File: config.mk
export PLATFORM = sky130hd
export DESIGN_NAME = hexahedron_to_tetrahedra_split
export DESIGN_NICKNAME = d
export VERILOG_FILES = /design/src/rtl/hts_pkg.sv /design/src/rtl/hts_lane.sv /design/src/rtl/hts_merge.sv /design/src/rtl/hts_emit.sv /design/src/rtl/hexahedron_to_tetrahedra_split.sv
export SDC_FILE = /design/constraint.sdc
export NUM_CORES = 2
export LEC_CHECK = 0
export BUFFER_PORTS_ARGS = -buffer_cell sky130_fd_sc_hd__buf_2
export CORE_MARGIN = 5
export CORE_UTILIZATION = 28
export CTS_CLUSTER_SIZE = 10
export DETAILED_ROUTE_END_ITERATION = 8
export GPL_ROUTABILITY_DRIVEN = 1
export GPL_TIMING_DRIVEN = 0
export HOLD_SLACK_MARGIN = 0.12
export SYNTH_ARGS = -nofsm -noshare
export SYNTH_HDL_FRONTEND = slang
export SYNTH_SLANG_ARGS = --single-unit
export TNS_END_PERCENT = 1
File: constraint.sdc
create_clock -name i_clk -period 85.2 [get_ports i_clk]
set_input_delay 4.26 -clock i_clk [delete_from_list [all_inputs] [get_ports i_clk]]
set_output_delay 4.26 -clock i_clk [all_outputs]
set_load 0.01 [all_outputs]
File: src/rtl/hts_pkg.sv
// Shared types, corner tables and split patterns for the hexahedron splitter.
`default_nettype none
package hts_pkg;

    localparam int unsigned NUM_CORNERS = 8;
    localparam int unsigned NUM_MINS    = 6;
    localparam int unsigned MAX_TETS    = 6;
    localparam int unsigned TET_WIDTH   = 32;

    typedef logic [2:0] t_corner;
    typedef logic [2:0] t_tet_idx;
    typedef logic [1:0] t_nbits;
    typedef logic [2:0] t_diag;

    typedef enum logic [1:0] {
        ROT_NONE = 2'd0,
        ROT_120  = 2'd1,
        ROT_240  = 2'd2
    } t_rot;

    localparam t_tet_idx TET_LAST_FIVE = 3'd4;
    localparam t_tet_idx TET_LAST_SIX  = 3'd5;

    localparam t_corner CORNER_PERM [NUM_CORNERS][NUM_CORNERS] = '{
        '{3'd0, 3'd1, 3'd2, 3'd3, 3'd4, 3'd5, 3'd6, 3'd7},
        '{3'd1, 3'd0, 3'd4, 3'd5, 3'd2, 3'd3, 3'd7, 3'd6},
        '{3'd2, 3'd1, 3'd5, 3'd6, 3'd3, 3'd0, 3'd4, 3'd7},
        '{3'd3, 3'd0, 3'd1, 3'd2, 3'd7, 3'd4, 3'd5, 3'd6},
        '{3'd4, 3'd0, 3'd3, 3'd7, 3'd5, 3'd1, 3'd2, 3'd6},
        '{3'd5, 3'd1, 3'd0, 3'd4, 3'd6, 3'd2, 3'd3, 3'd7},
        '{3'd6, 3'd2, 3'd1, 3'd5, 3'd7, 3'd3, 3'd0, 3'd4},
        '{3'd7, 3'd3, 3'd2, 3'd6, 3'd4, 3'd0, 3'd1, 3'd5}
    };

    localparam t_rot ROT_OF_BITS [NUM_CORNERS] = '{
        ROT_NONE, ROT_120, ROT_240, ROT_NONE, ROT_NONE, ROT_240, ROT_120, ROT_NONE
    };

    localparam t_corner SPLIT_TAB [4][MAX_TETS][4] = '{
        '{ '{3'd0, 3'd1, 3'd2, 3'd5}, '{3'd0, 3'd2, 3'd7, 3'd5}, '{3'd0, 3'd2, 3'd3, 3'd7},
           '{3'd0, 3'd5, 3'd7, 3'd4}, '{3'd2, 3'd7, 3'd5, 3'd6}, '{3'd0, 3'd0, 3'd0, 3'd0} },
        '{ '{3'd0, 3'd5, 3'd7, 3'd4}, '{3'd0, 3'd1, 3'd7, 3'd5}, '{3'd1, 3'd6, 3'd7, 3'd5},
           '{3'd0, 3'd7, 3'd2, 3'd3}, '{3'd0, 3'd7, 3'd1, 3'd2}, '{3'd1, 3'd7, 3'd6, 3'd2} },
        '{ '{3'd0, 3'd4, 3'd5, 3'd6}, '{3'd0, 3'd3, 3'd7, 3'd6}, '{3'd0, 3'd7, 3'd4, 3'd6},
           '{3'd0, 3'd1, 3'd2, 3'd5}, '{3'd0, 3'd3, 3'd6, 3'd2}, '{3'd0, 3'd6, 3'd5, 3'd2} },
        '{ '{3'd0, 3'd2, 3'd3, 3'd6}, '{3'd0, 3'd3, 3'd7, 3'd6}, '{3'd0, 3'd7, 3'd4, 3'd6},
           '{3'd0, 3'd5, 3'd6, 3'd4}, '{3'd1, 3'd5, 3'd6, 3'd0}, '{3'd1, 3'd6, 3'd2, 3'd0} }
    };

endpackage
`default_nettype wire

File: src/rtl/hts_lane.sv
// One minimum-search lane: flags its corner as the first smallest index.
`default_nettype none
module hts_lane #(
    parameter int unsigned W    = 32,
    parameter int unsigned LANE = 0
) (
    input  logic [W-1:0] i_v [hts_pkg::NUM_CORNERS],
    output logic         o_win
);
    import hts_pkg::*;

    always_comb begin
        o_win = 1'b1;
        for (int j = 0; j < NUM_CORNERS; j++) begin
            if (j < int'(LANE)) begin
                if (!(i_v[LANE] < i_v[j])) begin
                    o_win = 1'b0;
                end
            end else if (j > int'(LANE)) begin
                if (i_v[j] < i_v[LANE]) begin
                    o_win = 1'b0;
                end
            end
        end
    end

endmodule
`default_nettype wire

File: src/rtl/hts_merge.sv
// Merges the one-hot lane flags into the index of the smallest corner.
`default_nettype none
module hts_merge (
    input  logic [hts_pkg::NUM_CORNERS-1:0] i_win,
    output hts_pkg::t_corner                o_corner
);
    import hts_pkg::*;

    always_comb begin
        o_corner = '0;
        for (int k = 0; k < NUM_CORNERS; k++) begin
            if (i_win[k]) begin
                o_corner = o_corner | t_corner'(k);
            end
        end
    end

endmodule
`default_nettype wire

File: src/rtl/hts_emit.sv
// Output stage: holds one split hexahedron and emits its tetrahedra in order.
`default_nettype none
module hts_emit #(
    parameter int unsigned W = 32
) (
    input  logic                          i_clk,
    input  logic                          i_rst_n,
    input  logic                          i_load,
    input  logic [W-1:0]                  i_vq [hts_pkg::NUM_CORNERS],
    input  hts_pkg::t_nbits               i_n,
    output logic                          o_ready,
    input  logic                          i_stall,
    output logic                          o_valid,
    output logic [hts_pkg::TET_WIDTH-1:0] o_tet_a,
    output logic [hts_pkg::TET_WIDTH-1:0] o_tet_b,
    output logic [hts_pkg::TET_WIDTH-1:0] o_tet_c,
    output logic [hts_pkg::TET_WIDTH-1:0] o_tet_d,
    output logic                          o_last_of_run
);
    import hts_pkg::*;

    logic         r_vld;
    t_tet_idx     r_k;
    logic [W-1:0] r_vq [NUM_CORNERS];
    t_nbits       r_n;

    t_tet_idx     w_last_k;
    logic         w_acc;
    logic         w_end;

    assign w_last_k = (r_n == 2'd0) ? TET_LAST_FIVE : TET_LAST_SIX;
    assign w_acc    = r_vld && !i_stall;
    assign w_end    = w_acc && (r_k == w_last_k);
    assign o_ready  = !r_vld || w_end;

    always_ff @(posedge i_clk) begin
        if (!i_rst_n) begin
            r_vld <= 1'b0;
            r_k   <= '0;
        end else if (i_load) begin
            r_vld <= 1'b1;
            r_k   <= '0;
        end else if (w_end) begin
            r_vld <= 1'b0;
            r_k   <= '0;
        end else if (w_acc) begin
            r_k   <= r_k + 3'd1;
        end
    end

    always_ff @(posedge i_clk) begin
        if (i_load) begin
            r_vq <= i_vq;
            r_n  <= i_n;
        end
    end

    assign o_valid       = r_vld;
    assign o_last_of_run = (r_k == w_last_k);
    assign o_tet_a       = TET_WIDTH'(r_vq[SPLIT_TAB[r_n][r_k][0]]);
    assign o_tet_b       = TET_WIDTH'(r_vq[SPLIT_TAB[r_n][r_k][1]]);
    assign o_tet_c       = TET_WIDTH'(r_vq[SPLIT_TAB[r_n][r_k][2]]);
    assign o_tet_d       = TET_WIDTH'(r_vq[SPLIT_TAB[r_n][r_k][3]]);

endmodule
`default_nettype wire

File: src/rtl/hexahedron_to_tetrahedra_split.sv
// Top level: splits one hexahedron item into five or six tetrahedron items.
// Output: five tetrahedra per hexahedron (no diagonal bit) or six, all through
// the single result port of the output stage; a new hexahedron loads in the cycle
// the last tetrahedron of the previous one is taken.
// Reset: synchronous, active low; clears the stage valid flags and the item counter.
`default_nettype none
module hexahedron_to_tetrahedra_split #(
    parameter int unsigned INDEX_WIDTH = 32
) (
    input  logic                          i_clk,
    input  logic                          i_rst_n,
    input  logic                          i_valid,
    output logic                          o_stall,
    input  logic [INDEX_WIDTH-1:0]        i_vertex_0,
    input  logic [INDEX_WIDTH-1:0]        i_vertex_1,
    input  logic [INDEX_WIDTH-1:0]        i_vertex_2,
    input  logic [INDEX_WIDTH-1:0]        i_vertex_3,
    input  logic [INDEX_WIDTH-1:0]        i_vertex_4,
    input  logic [INDEX_WIDTH-1:0]        i_vertex_5,
    input  logic [INDEX_WIDTH-1:0]        i_vertex_6,
    input  logic [INDEX_WIDTH-1:0]        i_vertex_7,
    output logic                          o_valid,
    input  logic                          i_stall,
    output logic [hts_pkg::TET_WIDTH-1:0] o_tet_a,
    output logic [hts_pkg::TET_WIDTH-1:0] o_tet_b,
    output logic [hts_pkg::TET_WIDTH-1:0] o_tet_c,
    output logic [hts_pkg::TET_WIDTH-1:0] o_tet_d,
    output logic                          o_last_of_run
);
    import hts_pkg::*;

    localparam int unsigned W = INDEX_WIDTH;

    // stage 1: input register, lane search
    logic         r1_vld;
    logic [W-1:0] r1_v [NUM_CORNERS];
    // stage 2: smallest corner found, permute and take pair minima
    logic         r2_vld;
    logic [W-1:0] r2_v [NUM_CORNERS];
    t_corner      r2_r;
    // stage 3: diagonal bits, rotation
    logic         r3_vld;
    logic [W-1:0] r3_v [NUM_CORNERS];
    t_corner      r3_p [NUM_CORNERS];
    logic [W-1:0] r3_min [NUM_MINS];

    logic [W-1:0]           w_in_v [NUM_CORNERS];
    logic [NUM_CORNERS-1:0] w_win;
    t_corner                w_r;
    t_corner                w_p [NUM_CORNERS];
    logic [W-1:0]           w_vp [NUM_CORNERS];
    logic [W-1:0]           w_min [NUM_MINS];
    t_diag                  w_bits;
    t_nbits                 w_n;
    t_rot                   w_rot;
    t_corner                w_pr [NUM_CORNERS];
    logic [W-1:0]           w_vq [NUM_CORNERS];

    logic w_in_acc;
    logic w_rdy1;
    logic w_rdy2;
    logic w_rdy3;
    logic w_emit_rdy;
    logic w_emit_load;

    assign w_in_v[0] = i_vertex_0;
    assign w_in_v[1] = i_vertex_1;
    assign w_in_v[2] = i_vertex_2;
    assign w_in_v[3] = i_vertex_3;
    assign w_in_v[4] = i_vertex_4;
    assign w_in_v[5] = i_vertex_5;
    assign w_in_v[6] = i_vertex_6;
    assign w_in_v[7] = i_vertex_7;

    assign w_rdy3      = !r3_vld || w_emit_rdy;
    assign w_rdy2      = !r2_vld || w_rdy3;
    assign w_rdy1      = !r1_vld || w_rdy2;
    assign o_stall     = !w_rdy1;
    assign w_in_acc    = i_valid && w_rdy1;
    assign w_emit_load = r3_vld && w_emit_rdy;

    genvar g;
    generate
        for (g = 0; g < NUM_CORNERS; g++) begin : g_lane
            hts_lane #(
                .W    (W),
                .LANE (g)
            ) u_lane (
                .i_v   (r1_v),
                .o_win (w_win[g])
            );
        end
    endgenerate

    hts_merge u_merge (
        .i_win    (w_win),
        .o_corner (w_r)
    );

    always_comb begin
        for (int k = 0; k < NUM_CORNERS; k++) begin
            w_p[k]  = CORNER_PERM[r2_r][k];
            w_vp[k] = r2_v[w_p[k]];
        end
        w_min[0] = (w_vp[1] < w_vp[6]) ? w_vp[1] : w_vp[6];
        w_min[1] = (w_vp[2] < w_vp[5]) ? w_vp[2] : w_vp[5];
        w_min[2] = (w_vp[3] < w_vp[6]) ? w_vp[3] : w_vp[6];
        w_min[3] = (w_vp[2] < w_vp[7]) ? w_vp[2] : w_vp[7];
        w_min[4] = (w_vp[4] < w_vp[6]) ? w_vp[4] : w_vp[6];
        w_min[5] = (w_vp[5] < w_vp[7]) ? w_vp[5] : w_vp[7];
    end

    always_comb begin
        w_bits[2] = r3_min[0] < r3_min[1];
        w_bits[1] = r3_min[2] < r3_min[3];
        w_bits[0] = r3_min[4] < r3_min[5];
        w_n   = {1'b0, w_bits[0]} + {1'b0, w_bits[1]} + {1'b0, w_bits[2]};
        w_rot = ROT_OF_BITS[w_bits];
        w_pr  = r3_p;
        case (w_rot)
            ROT_120: begin
                w_pr[1] = r3_p[4];
                w_pr[4] = r3_p[3];
                w_pr[3] = r3_p[1];
                w_pr[5] = r3_p[7];
                w_pr[7] = r3_p[2];
                w_pr[2] = r3_p[5];
            end
            ROT_240: begin
                w_pr[1] = r3_p[3];
                w_pr[3] = r3_p[4];
                w_pr[4] = r3_p[1];
                w_pr[5] = r3_p[2];
                w_pr[2] = r3_p[7];
                w_pr[7] = r3_p[5];
            end
            default: begin
                w_pr = r3_p;
            end
        endcase
        for (int k = 0; k < NUM_CORNERS; k++) begin
            w_vq[k] = r3_v[w_pr[k]];
        end
    end

    always_ff @(posedge i_clk) begin
        if (!i_rst_n) begin
            r1_vld <= 1'b0;
            r2_vld <= 1'b0;
            r3_vld <= 1'b0;
        end else begin
            if (w_rdy1) begin
                r1_vld <= i_valid;
            end
            if (w_rdy2) begin
                r2_vld <= r1_vld;
            end
            if (w_rdy3) begin
                r3_vld <= r2_vld;
            end
        end
    end

    always_ff @(posedge i_clk) begin
        if (w_in_acc) begin
            r1_v <= w_in_v;
        end
        if (w_rdy2 && r1_vld) begin
            r2_v <= r1_v;
            r2_r <= w_r;
        end
        if (w_rdy3 && r2_vld) begin
            r3_v   <= r2_v;
            r3_p   <= w_p;
            r3_min <= w_min;
        end
    end

    hts_emit #(
        .W (W)
    ) u_emit (
        .i_clk         (i_clk),
        .i_rst_n       (i_rst_n),
        .i_load        (w_emit_load),
        .i_vq          (w_vq),
        .i_n           (w_n),
        .o_ready       (w_emit_rdy),
        .i_stall       (i_stall),
        .o_valid       (o_valid),
        .o_tet_a       (o_tet_a),
        .o_tet_b       (o_tet_b),
        .o_tet_c       (o_tet_c),
        .o_tet_d       (o_tet_d),
        .o_last_of_run (o_last_of_run)
    );

    a_lane_onehot: assert property (@(posedge i_clk) disable iff (!i_rst_n)
        r1_vld |-> $onehot(w_win))
        else $error("lane search did not find exactly one smallest corner");

    a_run_holds: assert property (@(posedge i_clk) disable iff (!i_rst_n)
        (o_valid && !i_stall && !o_last_of_run) |=> o_valid)
        else $error("tetrahedron run ended before its last item");

    a_no_short_run: assert property (@(posedge i_clk) disable iff (!i_rst_n)
        (o_valid && !i_stall && o_last_of_run) |=> !(o_valid && o_last_of_run))
        else $error("last item followed directly by another last item");

    a_stall_full: assert property (@(posedge i_clk) disable iff (!i_rst_n)
        o_stall |-> (r1_vld && r2_vld && r3_vld && !w_emit_rdy))
        else $error("input stalled while the pipeline has room");

endmodule
`default_nettype wire

-- Yosys cells after proc, flatten, opt, wreduce, memory -nomap -nowiden
Memory sizes are Yosys's and may differ from the RTL's.
Index checks and enable logic that the tools add are counted.
- register bits: 1252
- ROM bits: 208
- input port bits: 260
- output and inout port bits: 131
- word-level logic and storage cells: 299
- memories kept: 2
- $add $sub $neg: 3
- order comparisons: 60
- equal/unequal tests: 3
- multiplexer cells: 131
- bitwise logic cells: 24
- reductions and logical operators: 21
- memory list (memory ; words ; width ; read ports ; clocked after Yosys merged registers in ; wr ports ; RTL line ; source):
    (name not given) ; 8 ; 24 ; 1 ; 0 ; 0 ; hexahedron_to_tetrahedra_split.sv:102 ; w_p[k] = CORNER_PERM[r2_r][k];
    (name not given) ; 8 ; 2 ; 1 ; 0 ; 0 ; hexahedron_to_tetrahedra_split.sv:118 ; w_rot = ROT_OF_BITS[w_bits];
- operators by type and width (kind ; number):
    $bmux W32 S3 ; 19
    $mux W32 ; 44
    $lt A32 B32 Y1 ; 37
    $bmux W72 S2 ; 1
    $mux W72 ; 2
    $ge A4 B4 Y1 const B ; 22
    $not A3 Y4 ; 22
    $mux W1 ; 54
    $mux W24 ; 2
    $bmux W12 S3 ; 1
    $pmux W15 S2 ; 1
    $mux W12 ; 2
    $mux W2 ; 4
    $logic_and A1 B1 Y1 ; 6
    $logic_not A1 Y1 ; 6
    $pmux W3 S2 ; 1
    $logic_or A1 B1 Y1 ; 4
    $reduce_or A4 Y1 ; 1
    $add A3 B1 Y3 const B ; 1
    $eq A3 B3 Y1 ; 1
    $ge A3 B3 Y1 const B ; 1
    $not A2 Y3 ; 1
    $reduce_or A3 Y1 ; 1
    $add A1 B1 Y2 ; 1
    7 further kinds ; 7

-- Depth between registers and ports, before layout
- word-level depth: 12
- mapped depth: 29
- depth with buffers taken out: 20

-- Hierarchy
A second synthesis with hierarchy kept.
- cells, all modules: 12249
- area total of the unflattened synthesis: 119477.1 µm²
- by module, submodules not included (module ; times used ; cells an instance ; area each (µm²) ; sequential area each (µm²)):
    hexahedron_to_tetrahedra_split ; 1 ; 5691 ; 62944.1 ; 29518.3
    hts_emit ; 1 ; 1138 ; 15632.5 ; 7827.5
    hts_lane at g_lane[6].u_lane ; 1 ; 774 ; 5446.5 ; 0.0
    hts_lane at g_lane[7].u_lane ; 1 ; 747 ; 5373.9 ; 0.0
    hts_lane at g_lane[5].u_lane ; 1 ; 728 ; 5298.8 ; 0.0
    hts_lane at g_lane[4].u_lane ; 1 ; 709 ; 5138.7 ; 0.0
    hts_lane at g_lane[3].u_lane ; 1 ; 667 ; 5079.9 ; 0.0
    hts_lane at g_lane[2].u_lane ; 1 ; 630 ; 4928.5 ; 0.0
    hts_lane at g_lane[1].u_lane ; 1 ; 597 ; 4872.2 ; 0.0
    hts_lane at g_lane[0].u_lane ; 1 ; 565 ; 4739.5 ; 0.0
    hts_merge ; 1 ; 3 ; 22.5 ; 0.0

-- Least setup slack after synthesis
OpenSTA, ideal clock, no wires.
- path kind: input port to flip-flop
- from: input i_stall
- to: register r3_min[0] (netlist name), enable pin
- library setup time: 2.008 ns
- arrival: 38.078 ns
- data required time: 83.192 ns
- slack: 45.114 ns
- cell stages on the path: 2
- path buffers: 0
- cells stage by stage: o31a_1 -> a21boi_0
- cells in the longest elaborated chain, start to end: 6
- RTL lines (what ; RTL line ; source):
    from (decl) ; hexahedron_to_tetrahedra_split.sv:23 ; input logic i_stall,
    $logic_not A1 Y1 ; hts_emit.sv:32 ; assign w_acc = r_vld && !i_stall;
    $logic_and A1 B1 Y1 ; hts_emit.sv:32 ;
    $logic_and A1 B1 Y1 ; hts_emit.sv:33 ; assign w_end = w_acc && (r_k == w_last_k);
    $logic_or A1 B1 Y1 ; hts_emit.sv:34 ; assign o_ready = !r_vld || w_end;
    $logic_or A1 B1 Y1 ; hexahedron_to_tetrahedra_split.sv:75 ; assign w_rdy3 = !r3_vld || w_emit_rdy;
    $logic_and A1 B1 Y1 ; hexahedron_to_tetrahedra_split.sv:172 ; if (w_rdy3 && r2_vld) begin
    to (signal assigned) ; hexahedron_to_tetrahedra_split.sv:175 ; r3_min <= w_min;
    to (decl) ; hexahedron_to_tetrahedra_split.sv:45 ; logic [W-1:0] r3_min [NUM_MINS];
No other way between the ends.
A chain may end at the register's enable or synchronous reset.

==> key figures <==
STA
  • Setup_tns: 0 ns
  • Max Freq: ~94 MHz
  • # setup viols final: 0
  • Final period utilization: between 10 and 15%
  • Setup Skew: 0.102 ns
  • Rel. slew slack: -5.82%
  • Fin. Hold Viols: 0
  • Slew @ Worst Pin: between 1.5 and 2 ns
  • Final Max Tran Viols: 6
  • Hold slack: 0.448 ns
  • Unrepaired setup endpoints after global routing: no
  • Period minus WS final: 10.64 ns

Clock tree
  • Worst-path clk slew: about 0.060 ns
  • Post-CTS sizing: 0
  • H-tree Lvls: 4
  • CTS Buf Count: between 150 and 200
  • Hold buffer count at CTS: 0
  • Postcts setup bufs: 0
  • CTS tree: yes
  • Clock tree buffer depth: 4
  • CTS Sinks: 1246
  • Clock root buffer: clkbuf_16
  • Clk_lat worst skew: 0.88 ns

Layout
  • Non-filler cells, final: between 15000 and 20000
  • Reg area: between 30000 and 40000 sq um
  • Final #Nets: 12300
  • Area of the multi-input gates: roughly 57000 sq um
  • Fillers: approximately 37000
  • Layout cells sized above 1: a little under an eighth
  • Area grow syn2layout: 13.4%

Drt
  • Post-route DRC: 0
  • Final wirelength: 487000 um
  • Detail Route Antenna Nets: 0
  • Iteration-0 DRC Markers: approximately 12000
  • Vias: 90600
  • Drt wl/cell: 31.3 um
  • Drt pass-1 iters: 6
  • Vias/cell: around 6

Worst setup path
  • Req. time, crit path: between 80 and 90 ns
  • Critical Path End Type: flop
  • Crit path DAT: 11.26 ns
  • Critical Path Start Type: flop
  • Crit Path Category: reg -> reg
  • Max FO, Critical Path: 10

Yosys
  • Yosys top cell area share: about 38%
  • Mapped Area: about 100000 sq um
  • Top-count cell post-synth: nand2_1
  • Commonest cells in the netlist: 1945 x nand2_1, 1239 x edfxtp_1, 1162 x ha_1
  • Register bit total from synthesis: 1246
  • Warnings, synthesis: 0
  • Synthesized area per cell: 9.61 sq um
  • Dominant cells by area after synthesis: edfxtp_1 38%, ha_1 15%, nand2_1 7.4%
  • Post-synth EDFFs: 1239
  • Register area share after synthesis: between 30% and 40%
  • Ys flop type: edfxtp_1
  • Synth unique cells: 81
  • Mapped Nets: 11700
  • Post-synth top area cell: edfxtp_1
  • Cells after synthesis: 10300
  • FFs w/ async S/R, synth: 0%

GRT
  • First-pass GRT wire length: between 600000 and 700000 um
  • Antenna violations before repair: 61
  • Vias in the first global route: around 85000
  • Gr usage total: around a quarter
  • Grt total ovfl: 0
  • Largest net degree at the start of global routing: 38

Power
  • Tot Pwr: about 2000 uW
  • Peak supply drop: a little under 0.00002 V
  • Pleak: between 0.04 and 0.05 uW
  • Power Density: 17.8 nW/um^2

Floorplan
  • Die area: roughly 360000 sq um
  • Initial Util: around 28%
  • Core ar.: 352000 sq um
  • Die height: between 600 and 700 um
  • # IOs: 391
  • Rows: 218
  • Chip width: ~600 um

Outcome
  • Status: finished, violations left
  • Failing checks: capacitance limit, slew limit

Placed design
  • Buffers on Ports: 390
  • Routability cong.: 1.06
  • Post-DP HPWL: around 400000 um
  • Dpl cells: approximately 15000

Min path
  • Min-delay worst type: reg -> reg

Flow run
  • Max_cap viols: 3
## cell families (layout without fill, tap and decap cells)
logic type,after synthesis,in the layout,share of synthesized area [%]
other,0,18,0
DFF,1246,1246,37.9
xor gates and xnor gates,4,4,0.0546
muxes,1136,1136,14.1
and+or+nand+nor,3581,3581,15.9
adders and majority gates,1163,1163,14.7
buffers and inverters,1007,1660,3.97
AOI/OAI and AO/OA,2128,2128,13.4
## stage by stage
stage	util (%)	area (sq um)	setup WS (ns)
after floorplan	-	98600	45.11
after global placement	30.2	106000	29.07
after detailed placement	30.5	107000	75.05
after CTS	31.8	112000	75.05
after global routing	31.8	112000	74.90
final	31.8	112000	74.56
## area by class of cell
class	instances	area share [%]
inverters	422	1.42
plain buffers	585	2.08
well taps	4620	5.17
repair buffers	436	2.54
clock buffers	186	3.77
multi-input cells	8012	51.3
clock inverters	31	0.269
diodes	18	0.0403
flip-flops and latches	1246	33.4
## worst paths after layout
check	endpoint	start	slack, ns	cells after the start
min reg2reg	r2_v[252]$_DFFE_PP_	r1_v[252]$_DFFE_PP_	0.45	0
max	r3_min[142]$_DFFE_PP_	r2_r[0]$_SDFFCE_PP1P_	74.56	24
max reg2reg	r3_min[142]$_DFFE_PP_	r2_r[0]$_SDFFCE_PP1P_	74.56	24
min	r2_v[252]$_DFFE_PP_	r1_v[252]$_DFFE_PP_	0.45	0
## critical path, cell delays in order, from the launching register on
cell      delay (ns)
edfxtp_1        0.76
buf_6           0.25
buf_12          0.16
buf_2           0.42
clkbuf_1        0.78
buf_2           0.53
inv_1           0.12
ha_1            0.35
nand2_1         0.18
o21ai_2         0.26
inv_2           0.26
clkbuf_1        0.66
clkbuf_1        0.93
o22ai_1         0.16
nand2_1         0.14
nand2_1         0.34
ha_1            0.46
nand4_1         0.16
nor3_1          0.27
nand4_1         0.14
o221ai_1        0.58
a21oi_1         0.31
o31ai_2         1.11
buf_2           0.54
mux2_2          0.42
## registers in the layout, summed over array words and instances (netlist names)
| name | cells |
|---|---|
| r3_p | 18 |
| r3_v | 256 |
| r2_r | 3 |
| r2_vld | 1 |
| r3_vld | 1 |
| u_emit.r_n | 2 |
| r2_v | 256 |
| r1_v | 256 |
| u_emit.r_k | 3 |
| r1_vld | 1 |
| u_emit.r_vq | 256 |
| r3_min | 192 |
| u_emit.o_valid | 1 |
## routing by layer
metal	up-vias	track usage, %	routed length, um
met1	43900	34.7	202000
met5	-	0	60
met4	10	14.8	33800
met2	5820	37.7	202000
li1	39700	-	-
met3	1237	4.94	48800
## report_power, final
group          switching [uW]  internal, uW
logic                     393           203
clock network             262           359
registers                57.3           716
## cells in the final DEF, fill, tap and decap left out, types with 32 or more instances in the layout
cell       count
nand2b_1      46
mux4_2       162
a21oi_1      537
clkbuf_16    165
buf_1         90
edfxtp_1    1239
o21a_1        41
mux2i_1      590
and3_1        77
nor3_1        77
nand2_1     1945
buf_2        435
a311oi_1      32
nand4_1      198
ha_1        1162
buf_12        38
mux2_2       378
o211ai_1     163
a211oi_1     125
a31oi_1       56
nand3_1      775
nor2b_1       50
clkbuf_1     458
o21ai_0      698
inv_1        410
a21o_1       160
nor2_1       330
(Power assumes the default switching activity.)
